File: config.mk
export PLATFORM = sky130hd
export DESIGN_NAME = cti_divider
export DESIGN_NICKNAME = d
export VERILOG_FILES = /design/src/rtl/cti_pkg.sv /design/src/rtl/cti_divider.sv
export SDC_FILE = /design/constraint.sdc
export NUM_CORES = 1
export LEC_CHECK = 0
export BUFFER_PORTS_ARGS = -buffer_cell sky130_fd_sc_hd__buf_2
export CAP_MARGIN = 20
export CORE_MARGIN = 8
export CORE_UTILIZATION = 50
export DETAILED_ROUTE_END_ITERATION = 7
export GPL_TIMING_DRIVEN = 0
export PLACE_DENSITY_LB_ADDON = 0.15
export SETUP_SLACK_MARGIN = 0.3
export SYNTH_ARGS = -nofsm -noshare
export SYNTH_HDL_FRONTEND = slang
export SYNTH_SLANG_ARGS = --single-unit
File: constraint.sdc
create_clock -name clk_i -period 5.6 [get_ports clk_i]
set_input_delay 0.28 -clock clk_i [delete_from_list [all_inputs] [get_ports clk_i]]
set_output_delay 0.28 -clock clk_i [all_outputs]
set_load 0.005 [all_outputs]
File: src/rtl/cti_pkg.sv
// Shared types, widths and codes of the calibration table interpolator.
package cti_pkg;

  // Table geometry.
  localparam int MaxPoints = 64;
  localparam int IdxW      = $clog2(MaxPoints);
  localparam int CntW      = $clog2(MaxPoints + 1);

  // Field widths.
  localparam int OpW     = 2;
  localparam int TempW   = 20;
  localparam int EmfW    = 28;
  localparam int StatusW = 2;

  // Interpolation arithmetic widths: differences, product and divider.
  localparam int DiffW = EmfW + 1;
  localparam int ProdW = 2 * DiffW;
  localparam int DvdW  = ProdW - 1;
  localparam int DvsW  = DiffW;

  // Operation codes.
  localparam logic [OpW-1:0] OpWrite   = 2'd0;
  localparam logic [OpW-1:0] OpForward = 2'd1;
  localparam logic [OpW-1:0] OpInverse = 2'd2;

  // Status codes.
  localparam logic [StatusW-1:0] StatusOk       = 2'd0;
  localparam logic [StatusW-1:0] StatusRange    = 2'd1;
  localparam logic [StatusW-1:0] StatusNoSegment = 2'd2;

  // Input beat.
  typedef struct packed {
    logic [OpW-1:0]          operation;
    logic [IdxW-1:0]         point_index;
    logic signed [TempW-1:0] temperature;
    logic signed [EmfW-1:0]  emf_value;
  } in_beat_t;

  // Result beat.
  typedef struct packed {
    logic signed [EmfW-1:0] result_value;
    logic [StatusW-1:0]     status;
  } out_beat_t;

endpackage

File: src/rtl/cti_divider.sv
// Serial restoring divider: one quotient bit per cycle on unsigned magnitudes.
module cti_divider
  import cti_pkg::*;
(
  input  logic            clk_i,
  input  logic            rst_ni,
  input  logic            start_i,
  input  logic [DvdW-1:0] dividend_i,
  input  logic [DvsW-1:0] divisor_i,
  output logic            done_o,
  output logic [DvdW-1:0] quotient_o
);

  localparam int StepW = $clog2(DvdW);
  localparam logic [StepW-1:0] LastStep = StepW'(DvdW - 1);

  logic             busy_q, busy_d;
  logic             done_q, done_d;
  logic [StepW-1:0] step_q, step_d;
  logic [DvdW-1:0]  dvd_q, dvd_d;
  logic [DvsW-1:0]  dvs_q, dvs_d;
  logic [DvsW-1:0]  rem_q, rem_d;
  logic [DvsW:0]    rem_sh;
  logic [DvsW:0]    trial;

  // One restoring step: shift in the next dividend bit and try the subtraction.
  always_comb begin
    rem_sh = {rem_q, dvd_q[DvdW-1]};
    trial  = rem_sh - {1'b0, dvs_q};
    busy_d = busy_q;
    done_d = 1'b0;
    step_d = step_q;
    dvd_d  = dvd_q;
    dvs_d  = dvs_q;
    rem_d  = rem_q;
    if (start_i) begin
      busy_d = 1'b1;
      step_d = '0;
      dvd_d  = dividend_i;
      dvs_d  = divisor_i;
      rem_d  = '0;
    end else if (busy_q) begin
      if (!trial[DvsW]) begin
        rem_d = trial[DvsW-1:0];
        dvd_d = {dvd_q[DvdW-2:0], 1'b1};
      end else begin
        rem_d = rem_sh[DvsW-1:0];
        dvd_d = {dvd_q[DvdW-2:0], 1'b0};
      end
      step_d = step_q + StepW'(1);
      if (step_q == LastStep) begin
        busy_d = 1'b0;
        done_d = 1'b1;
      end
    end
  end

  // Control state.
  always_ff @(posedge clk_i or negedge rst_ni) begin
    if (!rst_ni) begin
      busy_q <= 1'b0;
      done_q <= 1'b0;
      step_q <= '0;
    end else begin
      busy_q <= busy_d;
      done_q <= done_d;
      step_q <= step_d;
    end
  end

  // Operand and partial remainder registers.
  always_ff @(posedge clk_i) begin
    dvd_q <= dvd_d;
    dvs_q <= dvs_d;
    rem_q <= rem_d;
  end

  assign done_o     = done_q;
  assign quotient_o = dvd_q;

endmodule

==> impl_metrics.json <==
{
  "power.density_nw_per_um2": 445,
  "leakage_nw": 3.48,
  "crit_path_cell_trace": "inv_1, ha_1, fa_1, nand2b_1, a21o_1, a21o_1, a21oi_1, a211oi_1, o21ai_1, mux2i_1, o41ai_1, a311oi_1",
  "yosys.area_share.simple_pct": 9.09,
  "dp_hpwl_um": 11600,
  "core_area_um2": 13100,
  "dp.cells": 889,
  "synth_nets": 687,
  "routedWlPerCell_um": 16.7,
  "hold_class": "in2reg",
  "maxCapViolations": 0,
  "insertion_delay_ns": 0.42,
  "critPathMaxFanout": 3,
  "path_common_cell": "a21o_1",
  "cts_tree": "yes",
  "routed_wl_um": 15400,
  "synth.avg_cell_area_um2": 11.7,
  "die_w_um": 131,
  "layout_common_cells": "146 x buf_2, 86 x edfxtp_1, 57 x mux2_2",
  "cts_root_buf": "clkbuf_16",
  "endpoint_kind": "register",
  "ys_types": 62,
  "antennaDiodeCount": 0,
  "drtIter0Drc": 299,
  "yosys-top-cells-area": "edfxtp_1 39%, mux2_2 9.7%, dfxtp_1 8.7%",
  "synth_area_um2": 6640,
  "fmax_mhz": 305,
  "cts_buffers": 17,
  "cts_setup_buffers": 0,
  "yosys.area_share.xor_xnor_pct": 3.94,
  "port_buffers": 146,
  "drive_gt1_share_pct": 34.2,
  "netlist.area_leader.share_pct": 38.9,
  "drcViolationCount": 0,
  "setup_viol": 0,
  "ys_warn_count": 0,
  "total_power_mw": 3.65,
  "min_period_over_period_pct": 58.5,
  "critPathMaxStageDelay_ns": 0.42,
  "area_growth_pct": 23.5,
  "stdcell_count": 922,
  "routed_via_density": 5.34,
  "mostFrequentLayoutCell": "buf_2",
  "synth-seq-cells": 123,
  "synth_ff_type": "edfxtp_1",
  "max-vdd-ir-drop_mv": 0.285,
  "htree_num_levels": 4,
  "fin_worst_skew_ns": 0.0106,
  "synth_top_family_by_area": "multiplexers",
  "synth.area.mux_share_pct": 13.6,
  "cp_data_arrival_time_ns": 3.54,
  "worstPathRequired_ns": 5.86,
  "grt_use_total_pct": 18.2,
  "hold_viol": 0,
  "ys_async_sr_fraction_pct": 6.50,
  "finalSetupTns_ns": 0,
  "tightest_slew_ns": 0.718,
  "cp_slowest_cell": "o41ai_1",
  "relSlewSlack_pct": 52.1,
  "ant_nets": 0,
  "antenna_found_initial": 0,
  "yosys.area.top_type": "edfxtp_1",
  "gp_congestion": 0.866,
  "status": "finished, final reports clean",
  "synth_edf_count": 86,
  "nets": 854,
  "path_clk_slew_ns": 0.06,
  "syn_inst": 566,
  "rsz0062_at_grt": "false",
  "rows": 42,
  "io_pins": 147,
  "ys_seq_area_share_pct": 50.7,
  "grt_max_degree": 43,
  "cts.path.max_buffers": 2,
  "cts.sinks": 123,
  "synth_fa_ha_area_share_pct": 6.15,
  "post_cts_resized": 0,
  "min_period_ns": 3.28,
  "vias": 4925,
  "grt_pass1_wl_um": 25400,
  "first_pass_iters": 4,
  "grt_pass1_vias": 5243,
  "worst_setup_path_start_kind": "register",
  "die_y_um": 131,
  "path_class": "reg2reg",
  "drv_slew": 0,
  "die_area_um2": 17200,
  "synth_compound_gate_area_share_pct": 12.5,
  "grt_overflow": 0,
  "initial_utilization_pct": 50.7
}
final timing paths:
kind,slack [ns],to,cells past startpoint,start
setup reg to reg,2.32,rem_q[28]$_SDFFE_PP0P_,12,quotient_o[56]$_DFFE_PP_
max in group asynchronous,5.17,step_q[1]$_DFFE_PN0P_,2,rst_ni
hold reg to reg,0.51,rem_q[9]$_SDFFE_PP0P_,2,rem_q[9]$_SDFFE_PP0P_
min in group asynchronous,0.25,done_o$_DFF_PN0_,2,rst_ni
setup / recovery,2.32,rem_q[28]$_SDFFE_PP0P_,12,quotient_o[56]$_DFFE_PP_
hold / removal,0.04,dvs_q[5]$_DFFE_PP_,1,divisor_i[5]
layout make-up:
cell class	instances	area (µm²)
Buffer	27	131
Clock buffer	19	433
Clock inverter	13	146
Fill cell	1044	4890
Inverter	36	135
Multi-Input combinational cell	380	3010
Sequential cell	123	3360
Tap cell	176	220
Timing Repair Buffer	148	761
layer usage:
| metal | global-route usage (%) | vias to the layer above | part of all wire [%] |
|---|---|---|---|
| met2 | 29.7 | 146 | 48 |
| met1 | 20.1 | 2338 | 42 |
| met3 | 8.92 | 12 | 8.9 |
| met4 | 6.65 | 0 | 1.2 |
| met5 | 0 | - | 0 |
| li1 | - | 2429 | - |
cell usage after synthesis (6+ instances only):
cell,count
o21ai_0,11
nor2b_1,10
mux2_2,57
nand2_1,28
dfxtp_1,29
nand4_1,6
clkbuf_1,22
a21oi_1,24
a211oi_1,28
ha_1,31
nor2_1,48
o21a_1,6
a21o_1,9
edfxtp_1,86
dfrtp_1,8
xnor2_1,20
inv_1,36
mux2i_1,26
xor2_1,8
through the flow:
step           hold WS [ns]  cell area, µm²  worst slack [ns]  utilization, %
5_1_grt              0.0136            8200              2.17            62.6
4_1_cts              0.0164            8200              2.38            62.6
6_report             0.0353            8200              2.32            62.6
3_3_place_gp          0.130            7590              1.27            58.0
3_5_place_dp          0.131            7610              2.24            58.1
2_1_floorplan       -0.0156            6640              2.85               -
report_power, final:
part	leakage [nW]	internal, mW	switching (mW)
registers	1.23	1.14	0.107
clock network	0.278	0.658	0.408
logic	1.97	0.639	0.696
total	3.48	2.44	1.21
flip-flops by register name, summed over array words and instances, names as in the netlist:
name	count
busy_q	1
done_o	1
dvs_q	29
quotient_o	57
rem_q	29
step_q	6
cell families (layout without fill, tap and decap cells):
family / count (synthesis) / after routing
AO/OA/AOI/OAI: 114 / 114
XOR/XNOR: 29 / 29
adder cells (fa/ha/maj): 32 / 32
buffers and inverters: 63 / 243
flip-flops: 123 / 123
multiplexers: 83 / 83
AND/OR/NAND/NOR: 122 / 122
timing repair:
action | in CTS | in global routing
hold buffers | 1 | 0
endpoints found under the hold margin | 8 | 0
setup endpoints to repair | 0 | 0
worst max-delay path: cells and delay by family, from the launching register on:
kind            cells  cell delay (ns)
simple gates        1             0.19
fa+ha+maj           2             0.62
mux                 1             0.12
buf+inv             1             0.05
flops               1             0.34
compound gates      7             1.80
(Power assumes the default switching activity.)
